### config.mk
export PLATFORM = sky130hd
export DESIGN_NAME = vap_div_cell
export DESIGN_NICKNAME = d
export VERILOG_FILES = /design/src/hdl/vap_pkg.sv /design/src/hdl/vap_div_cell.sv
export SDC_FILE = /design/constraint.sdc
export NUM_CORES = 1
export LEC_CHECK = 0
export BUFFER_PORTS_ARGS = -buffer_cell sky130_fd_sc_hd__buf_2
export CELL_PAD_IN_SITES_DETAIL_PLACEMENT = 1
export CELL_PAD_IN_SITES_GLOBAL_PLACEMENT = 2
export CORE_MARGIN = 2
export CORE_UTILIZATION = 33
export CTS_BUF_LIST = sky130_fd_sc_hd__clkbuf_8
export CTS_CLUSTER_SIZE = 28
export DETAILED_ROUTE_END_ITERATION = 8
export MAX_ROUTING_LAYER = met4
export PLACE_DENSITY_LB_ADDON = 0.1
export REMOVE_ABC_BUFFERS = 1
export SLEW_MARGIN = 25
export SYNTH_ARGS = -nofsm -noshare
export SYNTH_HDL_FRONTEND = slang
export SYNTH_SLANG_ARGS = --single-unit
### constraint.sdc
create_clock -name i_clk -period 5.31 [get_ports i_clk]
set_input_delay 0.531 -clock i_clk [delete_from_list [all_inputs] [get_ports i_clk]]
set_output_delay 0.531 -clock i_clk [all_outputs]
set_load 0.02 [all_outputs]
### src/hdl/vap_pkg.sv
// ----------------------------------------------------------------------------
// vap_pkg: shared types and constants for vertical acceleration projection
// Word formats that travel along the square root and divider cell chains.
// ----------------------------------------------------------------------------
package vap_pkg;

    localparam int FRAC_BITS = 8;
    localparam int EXT_BITS  = 8;
    localparam int IN_W      = 16;
    localparam int PROD_W    = 2 * IN_W;

    // gravity magnitude window, squared, 2*FRAC_BITS fraction bits
    localparam longint LOW_SQ  = (longint'(9)  << FRAC_BITS) * (longint'(9)  << FRAC_BITS);
    localparam longint HIGH_SQ = (longint'(11) << FRAC_BITS) * (longint'(11) << FRAC_BITS);

    // sum widths
    localparam int SUM_W = PROD_W + 2;

    // square root of S << 2*EXT_BITS; in range S stays below 2^23
    localparam int SQ_X_W    = 40;
    localparam int SQ_ROOT_W = SQ_X_W / 2;
    localparam int SQ_REM_W  = SQ_ROOT_W + 2;
    localparam int SQ_CELLS  = SQ_ROOT_W;

    // divider: numerator |D| << (EXT_BITS+1) plus m, divisor 2m
    localparam int AD_W     = 32;
    localparam int NUM_W    = AD_W + EXT_BITS + 2;
    localparam int DEN_W    = SQ_ROOT_W + 1;
    localparam int DQ_W     = NUM_W - SQ_ROOT_W;
    localparam int DV_REM_W = DEN_W;
    localparam int DV_CELLS = DQ_W;

    localparam int OUT_W = 16;

    typedef struct packed {
        logic                 valid;
        logic                 err;
        logic                 neg;
        logic [AD_W-1:0]      ad;
        logic [SQ_X_W-1:0]    x;
        logic [SQ_REM_W-1:0]  rem;
        logic [SQ_ROOT_W-1:0] root;
    } t_sq_word;

    typedef struct packed {
        logic                 valid;
        logic                 err;
        logic                 neg;
        logic [NUM_W-1:0]     num;
        logic [DEN_W-1:0]     den;
        logic [DV_REM_W-1:0]  rem;
        logic [DQ_W-1:0]      quo;
    } t_dv_word;

endpackage

### src/hdl/vap_div_cell.sv
// ----------------------------------------------------------------------------
// vap_div_cell: one quotient bit of the restoring divider chain
// Shifts in one numerator bit, subtracts the divisor when it fits.
// ----------------------------------------------------------------------------
module vap_div_cell (
    input  logic              i_clk,
    input  logic              i_rst_n,
    input  logic              i_en,
    input  vap_pkg::t_dv_word i_word,
    output vap_pkg::t_dv_word o_word
);

    vap_pkg::t_dv_word r_word;
    vap_pkg::t_dv_word n_word;
    logic [vap_pkg::DV_REM_W:0] w_t;
    logic [vap_pkg::DV_REM_W:0] w_d;
    logic [vap_pkg::DV_REM_W:0] w_diff;
    logic                       w_ge;

    // trial subtract of the divisor
    always_comb begin
        w_t    = {i_word.rem, i_word.num[vap_pkg::DQ_W-1]};
        w_d    = {1'b0, i_word.den};
        w_diff = w_t - w_d;
        w_ge   = (w_t >= w_d);
        n_word     = i_word;
        n_word.num = {i_word.num[vap_pkg::NUM_W-2:0], 1'b0};
        n_word.rem = w_ge ? w_diff[vap_pkg::DV_REM_W-1:0] : w_t[vap_pkg::DV_REM_W-1:0];
        n_word.quo = {i_word.quo[vap_pkg::DQ_W-2:0], w_ge};
    end

    always_ff @(posedge i_clk) begin
        if (!i_rst_n) begin
            r_word.valid <= 1'b0;
        end else if (i_en) begin
            r_word.valid <= n_word.valid;
        end
        if (i_en) begin
            r_word.err <= n_word.err;
            r_word.neg <= n_word.neg;
            r_word.num <= n_word.num;
            r_word.den <= n_word.den;
            r_word.rem <= n_word.rem;
            r_word.quo <= n_word.quo;
        end
    end

    assign o_word = r_word;

endmodule

==> metrics.md <==
| Metric | Value |
|---|---|
| Final worst path period need | roughly 3200 ps |
| Worst Hold End | o_word[88] |
| Die ar. | between 15000 and 20000 µm² |
| Buffers added on ports | ~220 |
| Pre-Repair DR Iteration Count | 4 |
| Final setup vio count | 0 |
| Chip Height | about 130 µm |
| Post-synth top area cell | edfxtp_1 |
| Overall routing resource usage | between 10% and 20% |
| Total core area | 14500 µm² |
| CTS hold repair buffers | 0 |
| Combinational Power Share | 22.2% |
| Slew @ Worst Pin | 745 ps |
| Post-CTS setup buffer count | 0 |
| Synth top area share | between 60% and 70% |
| Hold path start | i_word[87] |
| Post-DP HPWL | 10.6 mm |
| CP Data Arrival Time | roughly 3300 ps |
| Post-synth EDFFs | 107 |
| Initial Util | between 30% and 40% |
| Final Skew | 0 ps |
| CP Launch Type | input pin |
| Fin worst setup slack | 2090 ps |
| Synthesized instance count | about 340 |
| Largest net degree at the start of global routing | a little over 60 |
| # rows | 44 |
| F_max | 0.311 GHz |
| Fraction of registers with async set/reset | 0% |
| Slowest cell on crit path | o21a_1 |
| Int Power | roughly 0.0015 W |
| Pwr Total | 0.00205 W |
| Largest stage delay, worst path | roughly 420 ps |
| Sequential area share after synthesis | between 60 and 70% |
| Fillers | roughly 1600 |
| Global-route wire length before repair | approximately 21 mm |
| Power Density | 323 nW/µm² |
| HP Class | in -> reg |
| TritonCTS clock tree | done |
| Number of global-route vias before repair | roughly 3700 |
| Worst Path Max Fanout | 16 |
| NetSw | just under 0.0006 W |
| Met2 GRT Util | between 20% and 30% |
| Final Non-Filler Cells | 746 |
| Fin nets | a little under 700 |
| Drt wl/cell | between 15 and 20 µm |
| Post-Syn Area | about 4900 µm² |
| Average cell area after synthesis | approximately 14 µm² |
| R2r setup slk | between 4000 and 5000 ps |
| Max reg flops | 108 |
| Switching part of the total | between 20 and 30% |
| FF+latch count, synth | 108 |
| Gr busiest metal | met2 |
| Cts repair resizes | 0 |
| Max-slew violations | 0 |
| WHS Path Cells | 1 |
| Initial antenna violation count | 1 |
| GR Layer Usage met3 | 3.91% |
| Clock power share | a little over a quarter |
| Dpl ws | approximately 1700 ps |
| Reg2reg start | o_word[108] |
| Leak | ~2.8 nW |
| R2R depth | 2 |
| CTS Root Cell | clkbuf_8 |
| Layout cell share with drive strength beyond 1 | between 40% and 50% |
| Crit Path Class | in -> reg |
| Met1 Resource Use GR | a little under a quarter |
| Die width | 126 µm |
| H-tree depth | 3 |
| Antenna Violating Nets Remaining | 0 |
| Rel. slew slack | about half |
| Number of CTS-inserted buffers | 9 |
| DRC errors left | 0 |
| RD Place Congestion | roughly 0.80 |
| Grt total ovfl | 0 |
| Top FF cell, synth | edfxtp_1 |
| DR iter-0 viols | 190 |
| CP cell instances | buf_2, inv_1, ha_1, inv_1, fa_1, a21oi_2, o211ai_1, a21oi_2, o21ba_2, o21a_1, inv_6, mux2_4 |
| RSZ-0062 raised after global routing | false |
| Via count | about 3600 |
| Top cells by area, synth | edfxtp_1 (66%), ha_1 (5.4%), mux2_4 (2.8%) |
| Sequential power share | 51.1% |
| Final hold vios | 0 |
| Setup TNS | 0 ps |
| CP Data Required Time | about 5400 ps |
| Synth unique cells | 50 |
| Clock-pin slew on the worst setup and hold paths | between 100 and 150 ps |
| Worst-Skew Late Latency | 370 ps |
| Peak VDD IR | ~0.15 mV |
| IO Count | around 220 |
| Vias per std cell | about 4.8 |
| Crit. End Element | flop |
| Ys Warns | 0 |
| Status | completed |
| Layout area overhead | 29.6% |
| Reg2reg end | o_word[108] |
| Max-cap viol count | 0 |
| Final wirelength | 13.5 mm |
| Dpl cells | roughly 730 |
| # clock sinks | roughly 110 |
| WHS | around 320 ps |
| Clock buffer depth | 2 |
| Final period util | about three fifths |
[placed cells by master (no fill, tap or decap), drive strengths merged, types with 9 or more instances in the layout]
master    n
nor2     11
nand2    15
buf     218
o21ai    11
edfxtp  107
ha       21
inv      32
mux2     16
a21oi    22
clkbuf    9
a21o      9
[Yosys cell counts (2+ instances only)]
master      n
o21ai_0     9
xnor2_1     7
ha_1       21
nor2b_1     4
buf_6       2
and4_1      3
mux2i_1     2
a21boi_0    2
nor3_1      4
and3_1      2
inv_1      27
nand3_1     4
a21o_1      9
a211oi_1    6
mux2_4      9
o21ai_1     2
buf_2       7
a21oi_2     3
o21a_1      7
mux2_2      7
a31oi_1     2
o211ai_1    7
nand2_1    15
nand4_1     7
edfxtp_1  107
a21oi_1    19
o21bai_1    2
xor2_1      5
o31ai_1     7
nor2_1     11
[kinds of logic (layout without fill, tap and decap cells)]
group / Yosys count / count (layout) / share of synthesized area (%)
buffers and inverters: 41 / 262 / 4.16
AO/OA/AOI/OAI: 84 / 84 / 11.6
XOR/XNOR: 12 / 12 / 2.14
adder cells (fa/ha/maj): 22 / 22 / 5.77
other: 1 / 3 / 0.0765
multiplexers: 18 / 18 / 4.77
AND/OR/NAND/NOR: 53 / 53 / 5.46
flip-flops: 108 / 108 / 66.0
[critical path: cells and delay by family]
| family | cells | cell delay [ps] |
|---|---|---|
| AO/OA/AOI/OAI | 5 | 1480 |
| adder cells (fa/ha/maj) | 2 | 590 |
| buffers and inverters | 4 | 400 |
| multiplexers | 1 | 330 |
[power by group through the flow]
stage / sequential [W] / combinational [W] / clock [W]
floorplan: 0.00118 / 0.000169 / 0
global placement: 0.00107 / 0.000457 / 0
detailed placement: 0.00107 / 0.000463 / 0
CTS: 0.00105 / 0.000464 / 0.000574
global route: 0.00106 / 0.000498 / 0.000606
finish: 0.00105 / 0.000456 / 0.000548
[final cells by class]
| type | count | area, µm² | share of cell area (%) |
|---|---|---|---|
| flip-flops and latches | 108 | 3230 | 50.9 |
| multi-input cells | 190 | 1460 | 23.0 |
| repair buffers | 218 | 1100 | 17.3 |
| well taps | 184 | 230 | 3.62 |
| clock buffers | 9 | 124 | 1.95 |
| inverters | 28 | 110 | 1.73 |
| clock inverters | 7 | 90.1 | 1.42 |
| diodes | 2 | 5.00 | 0.0788 |
[per-stage QoR]
stage                     utilization (%)  area, µm²
after floorplan                         -       4810
after global placement               42.2       6130
after detailed placement             42.2       6130
after CTS                            43.7       6350
after global routing                 43.7       6350
final                                43.7       6350
[worst max-delay path by stage]
stage                    start    endpoint  slack (ps)
global route        i_word[85]  o_word[32]        1890
global placement    i_word[85]  o_word[36]        1720
finish              i_word[85]  o_word[32]        2090
CTS                 i_word[85]  o_word[32]        2060
detailed placement  i_word[85]  o_word[38]        1650
floorplan           i_word[85]  o_word[30]        2380
[layer usage]
metal | share of wire, % | vias to the layer above
met1 | 45 | 1714
met4 | 1.4 | 0
li1 | - | 1721
met3 | 5.8 | 11
met2 | 47 | 135
met5 | 0 | -
Note: power is estimated with default switching activity, not from simulation.
