`src/hdl/vap_pkg.sv`:
```
// ----------------------------------------------------------------------------
// vap_pkg: shared types and constants for vertical acceleration projection
// Word formats that travel along the square root and divider cell chains.
// ----------------------------------------------------------------------------
package vap_pkg;

    localparam int FRAC_BITS = 8;
    localparam int EXT_BITS  = 8;
    localparam int IN_W      = 16;
    localparam int PROD_W    = 2 * IN_W;

    // gravity magnitude window, squared, 2*FRAC_BITS fraction bits
    localparam longint LOW_SQ  = (longint'(9)  << FRAC_BITS) * (longint'(9)  << FRAC_BITS);
    localparam longint HIGH_SQ = (longint'(11) << FRAC_BITS) * (longint'(11) << FRAC_BITS);

    // sum widths
    localparam int SUM_W = PROD_W + 2;

    // square root of S << 2*EXT_BITS; in range S stays below 2^23
    localparam int SQ_X_W    = 40;
    localparam int SQ_ROOT_W = SQ_X_W / 2;
    localparam int SQ_REM_W  = SQ_ROOT_W + 2;
    localparam int SQ_CELLS  = SQ_ROOT_W;

    // divider: numerator |D| << (EXT_BITS+1) plus m, divisor 2m
    localparam int AD_W     = 32;
    localparam int NUM_W    = AD_W + EXT_BITS + 2;
    localparam int DEN_W    = SQ_ROOT_W + 1;
    localparam int DQ_W     = NUM_W - SQ_ROOT_W;
    localparam int DV_REM_W = DEN_W;
    localparam int DV_CELLS = DQ_W;

    localparam int OUT_W = 16;

    typedef struct packed {
        logic                 valid;
        logic                 err;
        logic                 neg;
        logic [AD_W-1:0]      ad;
        logic [SQ_X_W-1:0]    x;
        logic [SQ_REM_W-1:0]  rem;
        logic [SQ_ROOT_W-1:0] root;
    } t_sq_word;

    typedef struct packed {
        logic                 valid;
        logic                 err;
        logic                 neg;
        logic [NUM_W-1:0]     num;
        logic [DEN_W-1:0]     den;
        logic [DV_REM_W-1:0]  rem;
        logic [DQ_W-1:0]      quo;
    } t_dv_word;

endpackage

```
`src/hdl/vap_sqrt_cell.sv`:
```
// ----------------------------------------------------------------------------
// vap_sqrt_cell: one digit of the integer square root chain
// Takes two radicand bits, settles one root bit, hands the word on.
// ----------------------------------------------------------------------------
module vap_sqrt_cell (
    input  logic              i_clk,
    input  logic              i_rst_n,
    input  logic              i_en,
    input  vap_pkg::t_sq_word i_word,
    output vap_pkg::t_sq_word o_word
);

    vap_pkg::t_sq_word r_word;
    vap_pkg::t_sq_word n_word;
    logic [vap_pkg::SQ_REM_W+1:0] w_r2;
    logic [vap_pkg::SQ_REM_W+1:0] w_trial;
    logic [vap_pkg::SQ_REM_W+1:0] w_diff;
    logic                         w_ge;

    // trial subtract of (root<<2)|1
    always_comb begin
        w_r2    = {i_word.rem, i_word.x[vap_pkg::SQ_X_W-1 -: 2]};
        w_trial = {2'b00, i_word.root, 2'b01};
        w_diff  = w_r2 - w_trial;
        w_ge    = (w_r2 >= w_trial);
        n_word      = i_word;
        n_word.x    = {i_word.x[vap_pkg::SQ_X_W-3:0], 2'b00};
        n_word.rem  = w_ge ? w_diff[vap_pkg::SQ_REM_W-1:0] : w_r2[vap_pkg::SQ_REM_W-1:0];
        n_word.root = {i_word.root[vap_pkg::SQ_ROOT_W-2:0], w_ge};
    end

    always_ff @(posedge i_clk) begin
        if (!i_rst_n) begin
            r_word.valid <= 1'b0;
        end else if (i_en) begin
            r_word.valid <= n_word.valid;
        end
        if (i_en) begin
            r_word.err  <= n_word.err;
            r_word.neg  <= n_word.neg;
            r_word.ad   <= n_word.ad;
            r_word.x    <= n_word.x;
            r_word.rem  <= n_word.rem;
            r_word.root <= n_word.root;
        end
    end

    assign o_word = r_word;

endmodule

```
`config.mk`:
```
export PLATFORM = sky130hd
export DESIGN_NAME = vap_sqrt_cell
export DESIGN_NICKNAME = d
export VERILOG_FILES = /design/src/hdl/vap_pkg.sv /design/src/hdl/vap_sqrt_cell.sv
export SDC_FILE = /design/constraint.sdc
export NUM_CORES = 1
export LEC_CHECK = 0
export ABC_AREA = 1
export BUFFER_PORTS_ARGS = -buffer_cell sky130_fd_sc_hd__clkbuf_2
export CORE_UTILIZATION = 48
export DETAILED_ROUTE_END_ITERATION = 10
export PLACE_DENSITY = 0.76
export SETUP_SLACK_MARGIN = 0.3
export SLEW_MARGIN = 15
export SYNTH_ARGS = -nofsm -noshare
export SYNTH_HDL_FRONTEND = slang
export SYNTH_SLANG_ARGS = --single-unit
```
`constraint.sdc`:
```
create_clock -name i_clk -period 1.8 [get_ports i_clk]
set_input_delay 0.09 -clock i_clk [delete_from_list [all_inputs] [get_ports i_clk]]
set_output_delay 0.09 -clock i_clk [all_outputs]
set_load 0.01 [all_outputs]
```
==> flow_summary.ini, run 1 <==
[run_status]
status = completed

[placement]
io_buffers = 234
place_area_um2 = 7380
gp_congestion = 0.865
place_hpwl_mm = 11.6
dpl.cell_count = 913

[clocking]
cts.sinks = 115
clk_pin_slew_worst_paths_ps = 50
worst_skew_pair.late_latency_ps = 410
cts_root_buf = clkbuf_16
cts_tree = built
cts_buffer_depth = 2
cts-buffers-inserted = 17
htreeDepth = 4

[grt]
globalRouteTotalUtil_pct = 30.3
antenna_found_initial = 0
use_met1_pct = 34.6
grt-ovfl-total = 0
met3_usage_pct = 8.23
grt_max_degree = 44
grt_pass1_vias = 5237
met2_usage_pct = 52.9
grt_busiest_layer = met2
grt_pass1_wl_mm = 27.8

[critical_path]
cp_data_required_time_ps = 1960
cp-start-kind = primary input
worstPathMaxFanout = 5
cp_num_buf_inv = 3
arrival_ps = 1530
crit_path_cell_trace = clkbuf_2 > inv_2 > ha_4 > nand2_1 > nor2_2 > inv_1 > nor3_1 > nand2_1 > nand2_1 > nand2_1 > nand3_2 > nand2_1
path_class = primary input to flip-flop
max_stage_delay_ps = 290
r2r.worst_path.cells = 3
path_common_cell = nand2_1
cp-end-kind = flip-flop
slowest_stage = ha_4
cp.depth = 12
crit_family = simple AND/OR/NAND/NOR gates

[layout]
multi_input_area_um2 = 2060
finalInstanceArea_um2 = 8910
nFillCells = 703
nNetsFinal = 1024
syn2layout_area_growth_pct = 57.6
drive_gt1_share_pct = 42.3
largest_reg_flops = 115
n_antenna_cell = 0
stdcell_count = 1038
seq_area_um2 = 3440

[power_and_ir_drop]
total_power_mw = 8.40
p_per_area_nw_per_um2 = 942
p_leak_nw = 4.27
p_seq_share_pct = 39.6
p_comb_share_pct = 19.4
p_clk_share_pct = 41.0
power_switching_mw = 2.21
vdd_drop_max_v = 0.00125
p_int_mw = 6.19
swShare_pct = 26.3

[logic_synthesis]
yosysTopAreaCell = edfxtp_1
async_flop_share_pct = 0
synth_cell_type_count = 34
ys_seq_area_share_pct = 60.9
ys_top_cells_by_count = 142 x nand2_1, 114 x edfxtp_1, 93 x inv_1
synth-edff-count = 114
synth_top_area_share_pct = 60.5
synth-seq-cells = 115
synth_cells = 529
syn_area_um2 = 5660
syn_area_per_cell_um2 = 10.7
yosysWarnings = 0
synth_area_leaders = edfxtp_1 61%, nand2_1 9.4%, inv_1 6.2%
yosys.cell_count.top_type = nand2_1
ys.flop_type = edfxtp_1

[drt]
vias_per_cell = 4.88
drc = 0
firstDrtPassIters = 5
postRouteAntennaNets = 0
num_vias = 5065
drtIter0Drc = 340
drt_wl_total_mm = 17.9
wl_per_cell_um = 17.3

[floorplanning]
std_cell_rows = 39
die_x_um = 111
dieArea_um2 = 12200
ios = 237
die_y_um = 111
coreArea_um2 = 11500
initial_core_util_pct = 49.3

[sta]
fmax_mhz = 727
rsz0062_at_grt = false
fin_crit_sh_pct = 76.4
hold_viol = 0
fin_crit_ps = 1380
drv_slew = 0
setup_tns_ps = 0
fin_worst_skew_ps = 0
holdWs_ps = 44.0
setup_viol = 0

[hold_path]
hold_path.class = primary input to flip-flop
hold_path_depth = 3

[flow_run]
cap_violations = 0
==> worst min-delay path: cells and delay by family <==
kind | cells | cell delay (ps)
AND/OR/NAND/NOR | 2 | 140
buffers and inverters | 1 | 110
==> worst paths after layout <==
check | startpoint | endpoint | slack (ps)
worst max register to register | o_word[116] | o_word[116] | 550
worst min register to register | o_word[116] | o_word[116] | 1170
worst max-delay path | i_word[13] | o_word[37] | 420
worst min-delay path | i_word[34] | o_word[36] | 40
==> timing repair <==
action,in CTS,in global routing
hold buffers,93,0
gates resized for setup,0,1
endpoints found under the setup margin,0,2
hold endpoints to repair,92,0
setup buffers,0,0
==> per-layer routing <==
metal,wire length (um),vias to the layer above
li1,-,2449
met1,6950,2332
met2,9170,241
met3,1180,43
met4,639,0
met5,0,-
==> stage by stage <==
stage	util [%]	setup WS, ps
2_1_floorplan	-	303
3_3_place_gp	64.4	-2.49
3_5_place_dp	64.4	-52.1
4_1_cts	77.7	380
5_1_grt	77.7	339
6_report	77.7	424
==> power by group through the flow <==
stage / logic [mW] / clock network, mW / registers (mW)
floorplan: 0.682 / 0 / 3.50
global placement: 1.41 / 0 / 3.35
detailed placement: 1.44 / 0 / 3.36
CTS: 1.61 / 3.45 / 3.31
global route: 1.77 / 3.62 / 3.34
finish: 1.63 / 3.44 / 3.33
==> area by class of cell <==
| type | count | share of cell area [%] |
|---|---|---|
| multi-input combinational | 308 | 23.1 |
| timing repair buffer | 342 | 25.4 |
| tap | 143 | 2.01 |
| clock inverter | 13 | 1.78 |
| sequential | 115 | 38.6 |
| inverter | 98 | 4.13 |
| clock buffer | 19 | 4.97 |
==> cell usage in the layout (no fill, tap or decap), types with 2 or more instances in the layout <==
master / netlist / routed
bufinv_16: 0 / 3
nand3_1: 16 / 16
nand2_1: 142 / 137
dlygate4sd3_1: 0 / 93
clkinv_2: 0 / 4
clkbuf_16: 0 / 17
nand2_4: 2 / 6
inv_6: 0 / 2
a21oi_2: 2 / 4
nand2_2: 17 / 18
o21bai_1: 2 / 2
ha_4: 0 / 20
nand3b_1: 5 / 5
nor2_2: 3 / 4
o21ai_2: 10 / 10
nor3_1: 3 / 3
buf_4: 2 / 12
ha_1: 22 / 2
nor2_1: 21 / 20
nand4_1: 16 / 16
inv_2: 5 / 18
clkbuf_2: 0 / 233
nand3_2: 12 / 12
o21ai_0: 2 / 2
nor2_4: 4 / 4
edfxtp_1: 114 / 114
buf_12: 2 / 4
clkinvlp_4: 0 / 3
a21oi_1: 13 / 11
xor2_1: 8 / 8
inv_1: 93 / 80
conb_1: 1 / 2
==> cell families after synthesis <==
logic type,after synthesis,share of synthesized area [%]
xor+xnor,9,1.39
fa+ha+maj,22,4.87
simple gates,246,21.3
buf+inv,107,8.05
other cells,1,0.0663
flops,115,60.9
compound gates,29,3.45
No activity file was read; power rests on OpenSTA's default activity.
==> run 2: changes to the inputs <==
--- a/config.mk
+++ b/config.mk
@@ -7,9 +7,9 @@
 export LEC_CHECK = 0
 export ABC_AREA = 1
 export BUFFER_PORTS_ARGS = -buffer_cell sky130_fd_sc_hd__clkbuf_2
-export CORE_UTILIZATION = 48
+export CORE_UTILIZATION = 44
 export DETAILED_ROUTE_END_ITERATION = 10
-export PLACE_DENSITY = 0.76
+export PLACE_DENSITY = 0.73
 export SETUP_SLACK_MARGIN = 0.3
 export SLEW_MARGIN = 15
 export SYNTH_ARGS = -nofsm -noshare
==> constraint.sdc (replaced) <==
create_clock -name i_clk -period 1.26 [get_ports i_clk]
set_input_delay 0.063 -clock i_clk [delete_from_list [all_inputs] [get_ports i_clk]]
set_output_delay 0.063 -clock i_clk [all_outputs]
set_load 0.01 [all_outputs]
==> flow_summary.ini, run 2 (synthesis gave the netlist of run 1 again) <==
[clocking]
cts_root_buf = clkbuf_16
cts_buffer_depth = 2
clk_pin_slew_worst_paths_ps = 60
htreeDepth = 4
worst_skew_pair.late_latency_ps = 410
cts.sinks = 115
cts_tree = built
cts-buffers-inserted = 17

[grt]
grt-ovfl-total = 0
globalRouteTotalUtil_pct = 30.8
grt_pass1_wl_mm = 29.8
antenna_found_initial = 0
grt_pass1_vias = 5611
grt_max_degree = 53

[run_status]
violations = setup timing
status = finished with violations

[drt]
drc = 0
firstDrtPassIters = 7
drt_wl_total_mm = 22.9
num_vias = 5714
vias_per_cell = 5.06
postRouteAntennaNets = 0
wl_per_cell_um = 20.3
drtIter0Drc = 413

[sta]
hold_viol = 0
rsz0062_at_grt = true
setup_tns_ps = -648
fin_crit_sh_pct = 105
drv_slew = 0
fmax_mhz = 759
fin_worst_skew_ps = 0
fin_crit_ps = 1320
worst_slack_ps = -57.2
setup_viol = 22

[layout]
drive_gt1_share_pct = 51.8
final_common_cell = edfxtp_1
mostFrequentLayoutCells = 114 x edfxtp_1, 108 x nand2_1, 106 x clkbuf_2
nFillCells = 690
syn2layout_area_growth_pct = 79.4
nNetsFinal = 1087
largest_reg_flops = 115
n_antenna_cell = 0

[hold_path]
min-delay-start = i_word[32]
hold_path.class = primary input to flip-flop

[power_and_ir_drop]
total_power_mw = 13.2
p_leak_nw = 4.79
p_per_area_nw_per_um2 = 1300
vdd_drop_max_v = 0.000915

[critical_path]
cp-end-kind = flip-flop
reg2reg_slack_ps = 570
arrival_ps = 1560
worstReg2RegStart = o_word[116]
cp_num_buf_inv = 2
r2r.worst_path.cells = 2
crit_family = simple AND/OR/NAND/NOR gates
cp_data_required_time_ps = 1510
path_class = primary input to flip-flop
cp-start-kind = primary input
crit_path_end = o_word[30]
r2r-end = o_word[116]
max_stage_delay_ps = 330
startpoint = i_word[25]
worstPathMaxFanout = 4
crit_path_cell_trace = clkbuf_2 > ha_4 > nand2_1 > nand2_2 > buf_4 > a21oi_2 > nand3_2 > xor2_1 > nand2_4 > o21ai_2
cp.depth = 10
slowest_stage = xor2_1

[flow_run]
cap_violations = 0

[placement]
io_buffers = 234
place_hpwl_mm = 12.3
gp_congestion = 0.887

[floorplanning]
die_y_um = 115
coreArea_um2 = 12600
die_x_um = 115
dieArea_um2 = 13300
ios = 237
initial_core_util_pct = 45.0
std_cell_rows = 41
-- run 2: changes by cell type in the layout (fill, tap and decap cells not counted), sizes merged --
cell,before,now
buf,16,194
bufinv,3,4
clkbuf,252,135
clkinv,5,6
clkinvlp,3,2
inv,100,101
-- run 2: layout make-up --
cell class                      instances  area (um2)  share of cell area (%)
Multi-Input combinational cell        308        2330                    23.0
Sequential cell                       115        3440                    33.9
Clock buffer                           17         425                    4.19
Clock inverter                         15         205                    2.02
Timing Repair Buffer                  405        3150                    31.1
Inverter                               98         375                    3.70
Tap cell                              172         215                    2.12
-- run 2: timing repair --
action                                  in CTS  in global routing
hold buffers                                93                  0
resized for setup                           53                199
hold endpoints to repair                    92                  0
gates cloned                                 0                  1
endpoints found under the setup margin     130                138
pin swaps                                   16                 28
buffers inserted                             2                 14
-- run 2: stage by stage --
step / hold WS (ps) / instance area (um2) / setup slack (ps) / utilization, % / std cells
floorplan: 156 / 5970 / -203 / - / 530
global placement: 241 / 7780 / -469 / 61.9 / 988
detailed placement: 242 / 7780 / -489 / 61.9 / 988
CTS: 11.2 / 9630 / 28.0 / 76.6 / 1115
global route: 17.3 / 10100 / -124 / 80.7 / 1130
finish: 10.1 / 10100 / -57.2 / 80.7 / 1130
-- run 2: metal layers --
metal,global-route usage (%),vias to the layer above,share of wire (%)
li1,-,2571,-
met2,54.9,325,51
met1,33.4,2730,37
met5,0,-,0
met3,9.12,88,7.2
met4,15.0,0,5.4
-- run 2: worst min path at each step --
| stage | endpoint | slack, ps | cells after the start |
|---|---|---|---|
| final | o_word[34] | 10 | 3 |
| after global routing | o_word[25] | 20 | 3 |
| after CTS | o_word[25] | 10 | 3 |
| after detailed placement | o_word[90] | 240 | 1 |
| after global placement | o_word[54] | 240 | 1 |
| after floorplan | o_word[116] | 160 | 1 |
-- run 2: worst reg2reg max path, cell delays in order, from the launching register on --
cell and delay (ps):
dfxtp_2 330, o21ai_0 180, a21oi_1 70
-- run 2: power by group --
group          internal [mW]  total (mW)  leakage (nW)  switching, mW
Clock                   3.33        5.28         0.302           1.95
Combinational           1.52        3.10          3.36           1.58
Sequential              4.63        4.79          1.12          0.155
Total                   9.49        13.2          4.79           3.68
